`src/hdl/bst_pkg.sv`:
```
// Shared types, constants and codes of the binary search table unit.
package bst_pkg;

    localparam int TABLE_DEPTH = 1024;
    localparam int IDX_W       = $clog2(TABLE_DEPTH);
    localparam int LEN_W       = $clog2(TABLE_DEPTH) + 1;
    localparam int DATA_W      = 32;
    localparam int QUEUE_DEPTH = 2;
    localparam int QPTR_W      = $clog2(QUEUE_DEPTH);
    localparam int PADDR_W     = 3;
    localparam int PDATA_W     = 32;

    localparam logic [0:0] REG_TABLE_LENGTH = 1'b0;

    localparam logic MODE_WRITE  = 1'b0;
    localparam logic MODE_SEARCH = 1'b1;

    typedef struct packed {
        logic                     mode;
        logic [9:0]               entry_index;
        logic signed [31:0]       entry_value;
        logic signed [31:0]       search_key;
    } t_in_item;

    typedef struct packed {
        logic                     found;
        logic [9:0]               position;
    } t_out_item;

    typedef enum logic {
        OP_WRITE  = 1'b0,
        OP_SEARCH = 1'b1
    } t_op;

    typedef struct packed {
        t_op                      op;
        logic [IDX_W-1:0]         addr;
        logic signed [DATA_W-1:0] data;
        logic signed [LEN_W:0]    last;
    } t_cmd;

    typedef struct packed {
        logic                     pop;
        logic                     busy;
    } t_eng_status;

    typedef enum logic [3:0] {
        S_IDLE  = 4'b0001,
        S_PROBE = 4'b0010,
        S_CMP   = 4'b0100,
        S_DONE  = 4'b1000
    } t_state;

endpackage

```
`src/hdl/bst_queue.sv`:
```
// Short command queue between the front end and the search engine.
module bst_queue (
    input  logic          i_clk,
    input  logic          i_rst_n,
    input  logic          i_push,
    input  bst_pkg::t_cmd i_cmd,
    output logic          o_full,
    input  logic          i_pop,
    output logic          o_valid,
    output bst_pkg::t_cmd o_cmd
);

    bst_pkg::t_cmd                 r_entries [bst_pkg::QUEUE_DEPTH];
    logic [bst_pkg::QPTR_W-1:0]    r_wptr, n_wptr;
    logic [bst_pkg::QPTR_W-1:0]    r_rptr, n_rptr;
    logic [bst_pkg::QPTR_W:0]      r_count, n_count;
    logic                          do_push;
    logic                          do_pop;

    assign o_full  = (r_count == (bst_pkg::QPTR_W+1)'(bst_pkg::QUEUE_DEPTH));
    assign o_valid = (r_count != '0);
    assign o_cmd   = r_entries[r_rptr];
    assign do_push = i_push && !o_full;
    assign do_pop  = i_pop && o_valid;

    always_comb begin
        n_wptr  = r_wptr;
        n_rptr  = r_rptr;
        n_count = r_count;
        if (do_push) begin
            n_wptr = (32'(r_wptr) == bst_pkg::QUEUE_DEPTH - 1) ? '0 : r_wptr + 1'b1;
        end
        if (do_pop) begin
            n_rptr = (32'(r_rptr) == bst_pkg::QUEUE_DEPTH - 1) ? '0 : r_rptr + 1'b1;
        end
        if (do_push && !do_pop) begin
            n_count = r_count + 1'b1;
        end else if (do_pop && !do_push) begin
            n_count = r_count - 1'b1;
        end
    end

    always_ff @(posedge i_clk) begin
        if (!i_rst_n) begin
            r_wptr  <= '0;
            r_rptr  <= '0;
            r_count <= '0;
        end else begin
            r_wptr  <= n_wptr;
            r_rptr  <= n_rptr;
            r_count <= n_count;
        end
    end

    always_ff @(posedge i_clk) begin
        if (do_push) begin
            r_entries[r_wptr] <= i_cmd;
        end
    end

endmodule

```
`config.mk`:
```
export PLATFORM = sky130hd
export DESIGN_NAME = bst_queue
export DESIGN_NICKNAME = d
export VERILOG_FILES = /design/src/hdl/bst_pkg.sv /design/src/hdl/bst_queue.sv
export SDC_FILE = /design/constraint.sdc
export NUM_CORES = 1
export LEC_CHECK = 0
export BUFFER_PORTS_ARGS = -buffer_cell sky130_fd_sc_hd__buf_2
export CAP_MARGIN = 20
export CORE_UTILIZATION = 55
export DETAILED_ROUTE_END_ITERATION = 7
export GPL_TIMING_DRIVEN = 0
export PLACE_DENSITY_LB_ADDON = 0.08
export SKIP_LAST_GASP = 1
export SLEW_MARGIN = 40
export SYNTH_ARGS = -nofsm -noshare
export SYNTH_HDL_FRONTEND = slang
export SYNTH_SLANG_ARGS = --single-unit
```
`constraint.sdc`:
```
create_clock -name i_clk -period 7.55 [get_ports i_clk]
set_clock_uncertainty 0.15 [all_clocks]
set_input_delay 0.755 -clock i_clk [delete_from_list [all_inputs] [get_ports i_clk]]
set_output_delay 0.755 -clock i_clk [all_outputs]
set_load 0.01 [all_outputs]
```
==> impl_metrics.tcl, run 1 <==
set metrics [dict create \
    cts_buffers 17 \
    htreeDepth 4 \
    synth_top_family_by_area "multiplexers" \
    portBuffers 115 \
    clock_latency_ns 0.50 \
    netlist_area_mm2 0.00422 \
    first_iter_violations 90 \
    netlist-cell-type-count 22 \
    grt_pass1_vias 2136 \
    place_hpwl_um 4570 \
    track_usage_pct 18.4 \
    grt_start_max_net_pins 32 \
    gr-total-overflow 0 \
    critical_path.top_delay_family "buffers and inverters" \
    required_ns 6.64 \
    die_h_um 89.6 \
    worst_pin_slew_ns 0.419 \
    path_clk_slew_ns 0.05 \
    status "finished, final reports clean" \
    worst-path-stages 4 \
    seqCellArea_mm2 0.00340 \
    r2r_slack_ns 5.49 \
    core_mm2 0.00733 \
    cts_root_buf "clkbuf_8" \
    ant_nets 0 \
    endpoint "o_cmd[6]" \
    fmax_ghz 0.376 \
    via_per_inst 4.94 \
    drc 0 \
    power_density_mw_per_mm2 371 \
    antenna_found_initial 0 \
    slew_viol_final 0 \
    dieWidth_um 89.6 \
    hold_buffers 0 \
    crit_chain "buf_2, buf_6, mux2_2, buf_2" \
    syn-num-nets 256 \
    drive_above_1_share_pct 61.6 \
    synth_area_leader_cell "edfxtp_1" \
    setup_viol 0 \
    io_pins 116 \
    rsz0062_at_grt "false" \
    dr.pass1.iters 4 \
    drv_cap 0 \
    leakage_nw 2.15 \
    rr_startpoint "r_count[0]" \
    gp_congestion 0.687 \
    slew_headroom_pct 72.0 \
    synth_fa_ha_area_share_pct 0.296 \
    grt_pass1_wl_um 10200 \
    hp-class "primary input to register" \
    synth-compound-area-share_pct 0.771 \
    synth_area_leaders "edfxtp_1, mux2_2, dfxtp_1" \
    seq_area_frac_synth_pct 80.6 \
    end_kind "primary output" \
    tns_ns 0 \
    period_needed_ns 2.66 \
    worstPathArrival_ns 1.76 \
    via_count 2214 \
    crit_path_max_incr_delay_ns 0.35 \
    yosys.area_share.simple_pct 1.36 \
    yosys_register_bits 115 \
    design_area_mm2 0.00559 \
    synthToLayoutAreaGrowth_pct 32.5 \
    placed_cell_area_mm2 0.00500 \
    multi_input_area_um2 759 \
    synthCells 196 \
    final_cell_mix "buf_2, edfxtp_1, mux2_2" \
    synth.avg_cell_area_um2 21.5 \
    mostFrequentLayoutCell "buf_2" \
    crit_slowest_cell "mux2_2" \
    crit_type "register to primary output" \
    cts_num_sinks 115 \
    r2r_end "r_entries[0][11]" \
    die_area_mm2 0.00803 \
    cp_common_cell "buf_2" \
    nets 396 \
    routed_wirelength_um 6910 \
    final_hold_viol_count 0 \
    avgRoutedWirePerCell_um 15.4 \
    num-fill-cells 446 \
    synth_top_area_share_pct 78.3 \
    critPathMaxFanout 10 \
    rows 31 \
    r2r_cells 6 \
    critPathLaunchType "register" \
    cts_resized 0 \
    synthXorXnorAreaFrac_pct 0.623 \
    peakVddDrop_v 0.000235 \
    clockBufferDepth 2 \
    synth.area.mux_share_pct 14.7 \
    post_cts_buffers 0 \
    crit_buf_inv 3 \
    cts_tree "done" \
    synth_warnings 0 \
    diodes 0 \
    period_share_pct 35.3 \
    start_util_pct 57.6 \
]
through the flow:
step	setup slack, ns	utilization, %	cells	power (mW)	hold WS [ns]
floorplan	3.94	-	196	1.13	0.329
global placement	2.61	67.1	410	1.29	0.345
detailed placement	5.14	68.3	416	1.31	0.378
CTS	4.84	76.3	448	2.10	0.266
global route	4.78	76.3	448	2.16	0.266
finish	4.89	76.3	448	2.08	0.288
kinds of logic after synthesis:
kind of cell / Yosys count
flip-flops: 115
multiplexers: 55
AO/OA/AOI/OAI: 5
buffers and inverters: 8
adder cells (fa/ha/maj): 1
XOR/XNOR: 3
AND/OR/NAND/NOR: 9
synth_stat cells:
| library cell | n |
|---|---|
| and2_1 | 3 |
| xor2_1 | 1 |
| nand2b_1 | 1 |
| dfxtp_1 | 5 |
| nor2_1 | 1 |
| a21boi_0 | 1 |
| inv_2 | 1 |
| ha_1 | 1 |
| nor3_2 | 1 |
| inv_1 | 1 |
| or3_1 | 1 |
| xnor2_1 | 2 |
| and3_1 | 1 |
| or2_2 | 1 |
| buf_2 | 1 |
| a21boi_1 | 1 |
| o21a_1 | 1 |
| edfxtp_1 | 110 |
| o21ai_0 | 1 |
| o21ai_1 | 1 |
| mux2_2 | 55 |
| buf_6 | 5 |
power breakdown:
| group | total, mW | switching (mW) | internal, mW |
|---|---|---|---|
| Sequential | 0.825 | 0.0225 | 0.802 |
| Clock | 0.783 | 0.253 | 0.530 |
| Combinational | 0.469 | 0.236 | 0.233 |
how the worst min path moves through the flow:
stage                from               end  depth (start not counted)
2_1_floorplan  r_count[1]        r_count[1]                          2
3_3_place_gp   r_count[1]        r_count[1]                          2
3_5_place_dp   r_count[1]        r_count[1]                          2
4_1_cts         i_cmd[19]  r_entries[1][19]                          1
5_1_grt         i_cmd[14]  r_entries[0][14]                          1
6_report        i_cmd[54]  r_entries[1][54]                          1
flip-flops by register name, summed over array words and instances, names as in the netlist, named ones only:
name       count
r_entries    110
r_count        2
r_rptr         1
r_wptr         1
routing by layer:
layer	global-route usage (%)	vias to the layer above	part of all wire, %
li1	-	1058	-
met1	22.8	1065	43
met2	28.7	80	49
met3	7.59	11	7.0
met4	8.23	0	1.5
met5	0	-	0
final cells by class:
cell class	instances	share of cell area, %
Sequential cell	115	60.9
Multi-Input combinational cell	73	13.6
Timing Repair Buffer	121	11.6
Clock buffer	20	7.61
Clock inverter	12	2.91
Tap cell	99	2.22
Buffer	6	1.10
Inverter	2	0.134
Note: power is estimated with default switching activity, not from simulation.
==> inputs of run 2 (changes only) <==
- CORE_UTILIZATION: 55 -> 52
- clock period: 7.55 -> 2.5 ns (I/O delays scaled with it)
==> run 2 against run 1 <==
Via count rose by 12%. Highest routed layer unchanged. Register-to-register slack got worse by 5.0 ns. Die area rose by 5.6%. Non-clock buffer count rose by 58. Critical path type unchanged.
==> impl_metrics.tcl, run 2 (synthesized netlist as in run 1, its figures left out) <==
set metrics [dict create \
    multi_input_area_um2 767 \
    end_kind "primary output" \
    grt_pass1_vias 2670 \
    power.switching_mw 1.61 \
    path_clk_slew_ns 0.05 \
    peakVddDrop_v 0.000699 \
    slew_viol_final 0 \
    rr_startpoint "r_count[0]" \
    post_cts_buffers 0 \
    drv_cap 0 \
    start_util_pct 54.1 \
    r2r_cells 7 \
    leakage_nw 2.42 \
    p_int_mw 5.01 \
    io_pins 116 \
    grt_pass1_wl_um 12600 \
    drive_above_1_share_pct 53.1 \
    gr-total-overflow 0 \
    holdPathStages 4 \
    hp-class "primary input to register" \
    dr.pass1.iters 4 \
    first_iter_violations 76 \
    status "finished, final reports clean" \
    final_hold_viol_count 0 \
    worstPathArrival_ns 1.79 \
    drc 0 \
    top_layer "met4" \
    num-fill-cells 459 \
    hold_buffers 57 \
    antenna_found_initial 0 \
    tns_ns 0 \
    holdCritStartpoint "i_pop" \
    crit_path_max_incr_delay_ns 0.35 \
    synthToLayoutAreaGrowth_pct 47.9 \
    mostFrequentLayoutCell "buf_2" \
    wirelength_met1_um 3180 \
    ant_nets 0 \
    power_density_mw_per_mm2 1060 \
    seqCellArea_mm2 0.00340 \
    clockBufferDepth 2 \
    routed_wirelength_um 8180 \
    clock_latency_ns 0.50 \
    post-route-util_pct 79.9 \
    via_per_inst 4.87 \
    required_ns 2.10 \
    critPathMaxFanout 10 \
    rsz0062_at_grt "false" \
    fmax_ghz 0.458 \
    grt_start_max_net_pins 38 \
    cts_buffers 17 \
    period_needed_ns 2.19 \
    layout.cells.non_filler 509 \
    cts_resized 0 \
    reg.largest.list "r_entries (110), r_count (2)" \
    nets 454 \
    place_hpwl_um 4890 \
    wl_met2_um 4370 \
    crit_type "register to primary output" \
    top_register "r_entries" \
    swShare_pct 24.3 \
    critical_path.top_delay_family "buffers and inverters" \
    largest_reg_flops 110 \
    diodes 0 \
    avgRoutedWirePerCell_um 16.1 \
    clock_power_share_pct 38.9 \
    dp.cells 420 \
    htreeDepth 4 \
    crit_chain "buf_2, buf_6, mux2_2, buf_2" \
    crit_buf_inv 3 \
    final_cell_mix "buf_2, edfxtp_1, dlygate4sd3_1" \
    rows 32 \
    cts_num_sinks 115 \
    cp_common_cell "buf_2" \
    cts_tree "done" \
    period_share_pct 87.4 \
    r2r_end "r_entries[0][51]" \
    combPwrFrac_pct 23.3 \
    die_h_um 92.1 \
    cts_root_buf "clkbuf_8" \
    p_seq_share_pct 37.8 \
    dieWidth_um 92.1 \
    worst_pin_slew_ns 0.333 \
    gp_congestion 0.673 \
    setup_viol 0 \
    core_mm2 0.00781 \
    r2r_slack_ns 0.47 \
    via_count 2481 \
    die_area_mm2 0.00848 \
    track_usage_pct 20.4 \
    portBuffers 115 \
    routed-wl-met3_um 468 \
    slew_headroom_pct 77.7 \
    critPathLaunchType "register" \
    crit_slowest_cell "mux2_2" \
]
[run 2: cell types whose count changed in the layout (fill, tap and decap cells not counted)]
cell,delta
dlygate4sd3_1,+57
clkinv_2,-4
bufinv_16,+2
clkinv_1,+2
buf_4,-1
buf_6,+1
buf_8,+1
dfxtp_1,-1
dfxtp_2,+1
nand2b_1,-1
nand2b_4,+1
[run 2: layout make-up]
class                   count  share of cell area, %
plain buffers               6                  0.982
clock buffers              20                   6.82
clock inverters            12                   3.37
inverters                   2                  0.120
multi-input cells          73                   12.3
flip-flops and latches    115                   54.6
well taps                 102                   2.04
repair buffers            179                   19.8
[run 2: power groups by stage]
stage               clock network, mW  registers (mW)  logic, mW
finish                           2.57            2.51       1.54
global route                     2.70            2.53       1.65
CTS                              2.61            2.51       1.55
detailed placement                  0            2.54       1.46
global placement                    0            2.54       1.37
floorplan                           0            2.53      0.909
[run 2: worst max path at each step]
stage                          start              end  cells past startpoint
after global routing        register        o_cmd[11]                      4
final                       register        o_cmd[23]                      4
after floorplan           r_count[0]  r_entries[0][0]                      3
after detailed placement  r_count[0]  r_entries[0][0]                      7
after global placement    r_count[0]  r_entries[0][0]                      3
after CTS                   register        o_cmd[33]                      4
[run 2: routing by layer]
metal / global-route usage (%) / vias to the layer above
met4: 8.59 / 0
met5: 0 / -
li1: - / 1169
met3: 7.55 / 20
met1: 21.3 / 1200
met2: 36.8 / 92
[run 2: worst register-to-register path: cells and delay by family, from the launching register on]
family | cells | cell delay [ns]
buf+inv | 5 | 0.73
simple gates | 2 | 0.48
flops | 1 | 0.38
[run 2: per-stage QoR]
| stage | worst slack (ns) | hold WS (ns) | total power, mW | instance area, um^2 |
|---|---|---|---|---|
| 2_1_floorplan | 0.0115 | 0.199 | 3.43 | 4240 |
| 3_3_place_gp | -0.731 | 0.288 | 3.91 | 4940 |
| 3_5_place_dp | 0.463 | 0.291 | 4.00 | 5030 |
| 4_1_cts | 0.291 | 0.0555 | 6.67 | 6240 |
| 5_1_grt | 0.244 | 0.159 | 6.88 | 6240 |
| 6_report | 0.314 | 0.0839 | 6.62 | 6240 |
