$ cat config.mk
export PLATFORM = sky130hd
export DESIGN_NAME = bst_front
export DESIGN_NICKNAME = d
export VERILOG_FILES = /design/src/hdl/bst_pkg.sv /design/src/hdl/bst_front.sv
export SDC_FILE = /design/constraint.sdc
export NUM_CORES = 1
export LEC_CHECK = 0
export ABC_AREA = 1
export BUFFER_PORTS_ARGS = -buffer_cell sky130_fd_sc_hd__buf_2
export CAP_MARGIN = 20
export CORE_MARGIN = 10
export CORE_UTILIZATION = 28
export DETAILED_ROUTE_END_ITERATION = 12
export GPL_ROUTABILITY_DRIVEN = 1
export PLACE_DENSITY = 0.91
export SYNTH_ARGS = -nofsm -noshare
export SYNTH_HDL_FRONTEND = slang
export SYNTH_SLANG_ARGS = --single-unit
$ cat constraint.sdc
create_clock -name vclk -period 3.7
set_clock_uncertainty 0.1 [all_clocks]
set_input_delay 1.11 -clock vclk [all_inputs]
set_output_delay 1.11 -clock vclk [all_outputs]
set_load 0.05 [all_outputs]
$ cat src/hdl/bst_pkg.sv
// Shared types, constants and codes of the binary search table unit.
package bst_pkg;

    localparam int TABLE_DEPTH = 1024;
    localparam int IDX_W       = $clog2(TABLE_DEPTH);
    localparam int LEN_W       = $clog2(TABLE_DEPTH) + 1;
    localparam int DATA_W      = 32;
    localparam int QUEUE_DEPTH = 2;
    localparam int QPTR_W      = $clog2(QUEUE_DEPTH);
    localparam int PADDR_W     = 3;
    localparam int PDATA_W     = 32;

    localparam logic [0:0] REG_TABLE_LENGTH = 1'b0;

    localparam logic MODE_WRITE  = 1'b0;
    localparam logic MODE_SEARCH = 1'b1;

    typedef struct packed {
        logic                     mode;
        logic [9:0]               entry_index;
        logic signed [31:0]       entry_value;
        logic signed [31:0]       search_key;
    } t_in_item;

    typedef struct packed {
        logic                     found;
        logic [9:0]               position;
    } t_out_item;

    typedef enum logic {
        OP_WRITE  = 1'b0,
        OP_SEARCH = 1'b1
    } t_op;

    typedef struct packed {
        t_op                      op;
        logic [IDX_W-1:0]         addr;
        logic signed [DATA_W-1:0] data;
        logic signed [LEN_W:0]    last;
    } t_cmd;

    typedef struct packed {
        logic                     pop;
        logic                     busy;
    } t_eng_status;

    typedef enum logic [3:0] {
        S_IDLE  = 4'b0001,
        S_PROBE = 4'b0010,
        S_CMP   = 4'b0100,
        S_DONE  = 4'b1000
    } t_state;

endpackage

$ cat src/hdl/bst_front.sv
// Front end: accepts input transactions and turns them into queue commands.
module bst_front (
    input  logic                   i_clk,
    input  logic                   i_rst_n,
    input  logic                   i_in_valid,
    output logic                   o_in_stall,
    input  bst_pkg::t_in_item      i_in_item,
    input  logic [bst_pkg::LEN_W-1:0] i_table_length,
    output logic                   o_push,
    output bst_pkg::t_cmd          o_cmd,
    input  logic                   i_full
);

    logic                           accept;
    logic                           in_range;
    logic [bst_pkg::LEN_W-1:0]      len_sat;
    logic [bst_pkg::LEN_W-1:0]      depth_len;

    assign depth_len = bst_pkg::LEN_W'(bst_pkg::TABLE_DEPTH);
    assign len_sat   = (i_table_length > depth_len) ? depth_len : i_table_length;
    assign in_range  = (32'(i_in_item.entry_index) < bst_pkg::TABLE_DEPTH);

    assign o_in_stall = i_full;
    assign accept     = i_in_valid && !i_full;

    always_comb begin
        o_cmd.last = $signed({1'b0, len_sat}) - (bst_pkg::LEN_W+1)'(1);
        if (i_in_item.mode == bst_pkg::MODE_SEARCH) begin
            o_cmd.op   = bst_pkg::OP_SEARCH;
            o_cmd.addr = '0;
            o_cmd.data = i_in_item.search_key;
        end else begin
            o_cmd.op   = bst_pkg::OP_WRITE;
            o_cmd.addr = i_in_item.entry_index[bst_pkg::IDX_W-1:0];
            o_cmd.data = i_in_item.entry_value;
        end
    end

    // drop writes beyond the table
    assign o_push = accept && (i_in_item.mode == bst_pkg::MODE_SEARCH || in_range);

endmodule

==> summary.md, run 1 <==
| Metric | Value |
|---|---|
| Crit Path Max Fanout | 3 |
| Filler cell count in the final layout | 218 |
| Max-slew violation count | 0 |
| Final routed wire length divided by cell count | 17.1 µm |
| RePlAce Congestion | 0.847 |
| Crit-path slowest cell | sky130_fd_sc_hd__o21bai_4 |
| Number of non-filler instances in the completed layout | 305 |
| Required @ worst endpoint | 2.49 ns |
| Critical setup path kind | primary input to output pin |
| Crit path time final | 3.71 ns |
| Count of max-cap constraint violations | 0 |
| Cell Chain, Critical Path | buf_8, nor2_4, nand3_2, o21bai_4, buf_6, nand2_8, ha_4, inv_6, nor2_4, nand2_4, xor2_4, buf_6 |
| Arrival time reported for the critical path endpoint | 2.50 ns |
| Number of distinct library cell variants in the gate-level netlist after synthesis | 22 |
| Cells after DPL | 301 |
| Total routed wirelength | 5220 µm |
| Number of remaining DRC errors | 0 |
| Timing startpoint of the critical path | i_table_length[0] |
| Initial DRC count | 65 |
| Mean area per synthesized cell | 6.74 µm² |
| Total GRT Usage | 18.1% |
| Seq Cell Count | 0 |
| # rows | 19 |
| Timing endpoint of the critical path | o_cmd[10] |
| Vertical die dimension | 73.5 µm |
| Global-route wire length before repair | 7920 µm |
| Post-detailed-route via-to-cell ratio | 4.66 |
| Fraction of final layout cells sized beyond drive strength 1 | 78.8% |
| Portion of the post-synthesis area used by sequential elements | 0% |
| Core Footprint | 0.00276 mm² |
| Remaining global-route overflow | 0 |
| Post-route cell area | 0.00193 mm² |
| Largest net degree at the start of global routing | 38 |
| Final Hold Vio Count | 0 |
| Headroom to the max-slew limit | 78.0% |
| Worst hold slack | 2.42 ns |
| P per Cell Area | 214 mW/mm² |
| Dpl hpwl | 4800 µm |
| Period Utilization, post-route | 100% |
| Starting density of the core | 29.1% |
| Area grow syn2layout | 140% |
| Remaining antenna violation count after routing | 0 |
| Count of vias placed by the detailed router | 1,421 |
| Drt first pass iters | 4 |
| Quantity of I/O buffers inserted on ports | 145 |
| Die area | 0.00541 mm² |
| Synth Cell Area | 802 µm² |
| X dimension of the die | 73.5 µm |
| Initial antenna violation count | 0 |
| Final standard cell utilization of the core | 69.9% |
| Yosys synthesis warning count | 0 |
| Worst min path class | primary input to output pin |
| Cells after synthesis | 119 |
| Critical Path Max Stage Delay | 0.19 ns |
| Smallest setup slack after layout | -0.00785 ns |
| Synth Net Count | 210 |
| Critical Path Source Type | primary input |
| Violations in the final reports | setup timing |
| Max rail drop VDD | 0.000213 V |
| Number of nets in the finished design | 367 |
| Timing-limited maximum frequency | 0.270 GHz |
| Tightest Pin Transition | 0.328 ns |
| Number of global-route vias before repair | 1,607 |
| Status | finished, violations left |
| RSZ-0062 raised after global routing | yes |
| Setup crit end kind | output pin |
| Final-layout setup total negative slack | -0.00785 ns |
| Setup violations, final | 1 |
| Area taken by flip-flops and latches | 0 µm² |
| Placed cell areas | 0.00180 mm² |
| Diodes inserted | 0 |
| Clock buffer instance count of the final layout | 0 |
| Leakage component of the power | 0.00110 µW |
| Number of placed I/O pins | 147 |
## layout make-up
class | instances | area, µm² | area share [%]
well taps | 31 | 38.8 | 2.01
inverters | 18 | 72.6 | 3.77
repair buffers | 163 | 957 | 49.7
multi-input cells | 93 | 858 | 44.5
## logic make-up after synthesis
kind of cell	after synthesis	share of synthesized area, %
AOI/OAI and AO/OA	7	7.18
xor gates and xnor gates	7	7.64
adders and majority gates	1	1.56
buffers and inverters	26	14.7
muxes	32	44.9
and+or+nand+nor	46	24.0
## through the flow
stage | worst slack, ns | power [µW]
4_1_cts | -0.0212 | 405
5_1_grt | -0.0859 | 434
2_1_floorplan | 0.00204 | 273
6_report | -0.00785 | 413
3_3_place_gp | -0.157 | 386
3_5_place_dp | -0.216 | 393
## critical path, delay by kind of cell
family / cells / cell delay [ns]
adder cells (fa/ha/maj): 1 / 0.17
buffers and inverters: 4 / 0.47
AND/OR/NAND/NOR: 5 / 0.42
AO/OA/AOI/OAI: 1 / 0.19
XOR/XNOR: 1 / 0.13
## cell usage in the layout, fill, tap and decap left out, types with 2 or more instances in the layout
master                    synthesis  routed
sky130_fd_sc_hd__xor2_2           0       2
sky130_fd_sc_hd__inv_1           17      16
sky130_fd_sc_hd__nor2_1          19      16
sky130_fd_sc_hd__buf_2            4     131
sky130_fd_sc_hd__o21ai_0          3       2
sky130_fd_sc_hd__o21ai_1          2       3
sky130_fd_sc_hd__nand3_2          1       2
sky130_fd_sc_hd__xor2_4           0       2
sky130_fd_sc_hd__buf_6            1      11
sky130_fd_sc_hd__mux2_2          32      32
sky130_fd_sc_hd__buf_4            2      18
sky130_fd_sc_hd__nand2_1         18      16
sky130_fd_sc_hd__nor2_4           0       4
sky130_fd_sc_hd__nand3_1          3       2
sky130_fd_sc_hd__xnor2_2          0       2
## synth_stat cells
cell | n | area, µm²
sky130_fd_sc_hd__nor2_1 | 19 | 71.3
sky130_fd_sc_hd__inv_1 | 17 | 63.8
sky130_fd_sc_hd__or2_1 | 1 | 6.26
sky130_fd_sc_hd__nand3_1 | 3 | 15.0
sky130_fd_sc_hd__xnor2_1 | 3 | 26.3
sky130_fd_sc_hd__buf_6 | 1 | 11.3
sky130_fd_sc_hd__nand3_2 | 1 | 10.0
sky130_fd_sc_hd__nand4_1 | 1 | 6.26
sky130_fd_sc_hd__nor2_2 | 1 | 6.26
sky130_fd_sc_hd__o21bai_2 | 1 | 11.3
sky130_fd_sc_hd__o21ai_1 | 2 | 10.0
sky130_fd_sc_hd__buf_2 | 4 | 20.0
sky130_fd_sc_hd__o31ai_4 | 1 | 21.3
sky130_fd_sc_hd__o21ai_0 | 3 | 15.0
sky130_fd_sc_hd__inv_2 | 1 | 3.75
sky130_fd_sc_hd__mux2_2 | 32 | 360
sky130_fd_sc_hd__clkbuf_1 | 1 | 3.75
sky130_fd_sc_hd__nand2_1 | 18 | 67.6
sky130_fd_sc_hd__xor2_1 | 4 | 35.0
sky130_fd_sc_hd__buf_4 | 2 | 15.0
sky130_fd_sc_hd__nor3_1 | 2 | 10.0
sky130_fd_sc_hd__ha_1 | 1 | 12.5
## routing by layer
metal  share of wire [%]  up-vias  track usage [%]
met5                   0        -                0
met4                 3.2        0             5.59
met3                  13       10             8.88
met2                  55       85             34.7
met1                  29      632             16.1
li1                    -      694                -
## worst min path at each step
| stage | start | endpoint | slack (ns) | cells past startpoint |
|---|---|---|---|---|
| 2_1_floorplan | i_table_length[0] | o_cmd[0] | 2.19 | 1 |
| 3_3_place_gp | i_full | o_in_stall | 2.43 | 2 |
| 3_5_place_dp | i_full | o_in_stall | 2.43 | 2 |
| 4_1_cts | i_full | o_in_stall | 2.43 | 2 |
| 5_1_grt | i_full | o_in_stall | 2.44 | 2 |
| 6_report | i_full | o_in_stall | 2.42 | 2 |
## power breakdown
part / switching, µW / leakage (µW) / internal (µW)
combinational: 269 / 0.00110 / 144
clock: 0 / 0 / 0
sequential: 0 / 0 / 0
total: 269 / 0.00110 / 144
## timing repair
action | in CTS | in global routing
setup endpoints to repair | 7 | 8
endpoints found under the hold margin | 0 | 0
hold buffers | 0 | 0
setup buffers | 2 | 2
pin swaps | 11 | 6
gates resized for setup | 17 | 13
Note: power is estimated with default switching activity, not from simulation.
==> run 2: changes to the inputs <==
- CELL_PAD_IN_SITES_DETAIL_PLACEMENT: unset -> 0
- CELL_PAD_IN_SITES_GLOBAL_PLACEMENT: unset -> 1
- CORE_UTILIZATION: 28 -> 15
- PLACE_DENSITY: 0.91 -> 0.9
==> summary.md, run 2 (synthesized netlist as in run 1, its figures left out) <==
| Metric | Value |
|---|---|
| Diodes inserted | 0 |
| Share of power burned in combinational logic | 100.0% |
| RePlAce Congestion | 0.840 |
| Die area | 0.00867 mm² |
| Cell Chain, Critical Path | buf_8, nor2_4, nand3_2, o21bai_4, buf_6, nand2_8, ha_4, inv_6, nor2_4, nand2_4, xor2_4, buf_6 |
| Remaining global-route overflow | 0 |
| Final-layout setup total negative slack | 0 ns |
| Crit Path Max Fanout | 3 |
| Sw Pwr | 264 µW |
| Critical Path Source Type | primary input |
| Tightest Pin Transition | 0.333 ns |
| Area grow syn2layout | 145% |
| Number of remaining DRC errors | 0 |
| Total power | 407 µW |
| Global-route wire length before repair | 7550 µm |
| Part of the power in registers | 0% |
| Total routed wirelength | 4900 µm |
| Setup crit end kind | output pin |
| Leading cell types in the layout, fill and taps excluded | sky130_fd_sc_hd__buf_2, sky130_fd_sc_hd__mux2_2, sky130_fd_sc_hd__inv_1, sky130_fd_sc_hd__nand2_1, sky130_fd_sc_hd__buf_4 |
| Core Footprint | 0.00514 mm² |
| Remaining antenna violation count after routing | 0 |
| Worst min path class | primary input to output pin |
| Initial antenna violation count | 0 |
| Smallest setup slack after layout | 0.0196 ns |
| P per Cell Area | 207 mW/mm² |
| Vertical die dimension | 93.1 µm |
| Setup violations, final | 0 |
| Timing startpoint of the critical path | i_table_length[0] |
| Placement-stage worst setup slack | -0.232 ns |
| Fraction of final layout cells sized beyond drive strength 1 | 79.0% |
| Leakage component of the power | 0.00109 µW |
| Post-route cell area | 0.00197 mm² |
| Clock buffer instance count of the final layout | 0 |
| Required @ worst endpoint | 2.49 ns |
| CTS Hold Bufs | 0 |
| Number of placed I/O pins | 147 |
| Dpl hpwl | 4530 µm |
| Seq Cell Count | 0 |
| Leading cell type in the layout, fill and taps excluded | sky130_fd_sc_hd__buf_2 |
| Total GRT Usage | 10.5% |
| Final Hold Vio Count | 0 |
| Number of nets in the finished design | 365 |
| Timing-limited maximum frequency | 0.272 GHz |
| Arrival time reported for the critical path endpoint | 2.47 ns |
| Crit path time final | 3.68 ns |
| Number of global-route vias before repair | 1,493 |
| Clk network pwr share | 0% |
| # rows | 26 |
| Headroom to the max-slew limit | 77.6% |
| Critical Path Max Stage Delay | 0.18 ns |
| Quantity of I/O buffers inserted on ports | 145 |
| RSZ-0062 raised after global routing | yes |
| Crit-path slowest cell | sky130_fd_sc_hd__o21bai_4 |
| Final routed wire length divided by cell count | 14.3 µm |
| Net switching share of the total power | 64.9% |
| Period Utilization, post-route | 99.5% |
| Status | finished clean |
| Critical setup path kind | primary input to output pin |
| Max rail drop VDD | 0.000122 V |
| Count of max-cap constraint violations | 0 |
| Placed cell areas | 0.00184 mm² |
| Area of the multi-input gates | 861 µm² |
| Initial DRC count | 9 |
| Area taken by flip-flops and latches | 0 µm² |
| Filler cell count in the final layout | 565 |
| Internal Dissipation | 143 µW |
| Count of vias placed by the detailed router | 1,319 |
| Starting density of the core | 15.6% |
| Largest net degree at the start of global routing | 27 |
| X dimension of the die | 93.1 µm |
| Startpoint of the tightest hold check path | i_full |
| Max-slew violation count | 0 |
| Post-detailed-route via-to-cell ratio | 3.86 |
| Drt first pass iters | 4 |
run 2: worst paths after layout:
kind	to	slack [ns]	depth (start not counted)
min	o_in_stall	2.42	2
max	o_cmd[10]	0.02	12
run 2: repair_timing:
action,4_1_cts,5_1_grt
setup buffers,2,1
pin swaps,12,8
resized for setup,18,14
endpoints found under the setup margin,7,8
run 2: cell type report:
class	instances	share of cell area [%]
Inverter	18	3.69
Multi-Input combinational cell	93	43.8
Tap cell	70	4.45
Timing Repair Buffer	161	48.1
run 2: per-layer routing:
layer  up-vias  routed length, µm  global-route usage [%]
li1        687                  -                       -
met1       588               1680                    10.3
met2        42               2890                    21.8
met3         2                304                    2.72
met4         0                 27                   0.514
met5         -                  0                       0
run 2: critical path: cells and delay by family:
kind	cells	cell delay, ns
AOI/OAI and AO/OA	1	0.18
xor gates and xnor gates	1	0.13
adders and majority gates	1	0.17
buffers and inverters	4	0.47
and+or+nand+nor	5	0.40
run 2: power groups by stage:
stage / clock network (µW) / logic, µW / registers, µW
2_1_floorplan: 0 / 273 / 0
3_3_place_gp: 0 / 387 / 0
3_5_place_dp: 0 / 390 / 0
4_1_cts: 0 / 403 / 0
5_1_grt: 0 / 430 / 0
6_report: 0 / 407 / 0
run 2: through the flow:
stage	instances	hold WS (ns)	util, %
floorplan	119	2.19	-
global route	342	2.43	38.3
finish	342	2.42	38.3
CTS	341	2.43	37.5
global placement	339	2.42	35.8
detailed placement	339	2.43	35.8
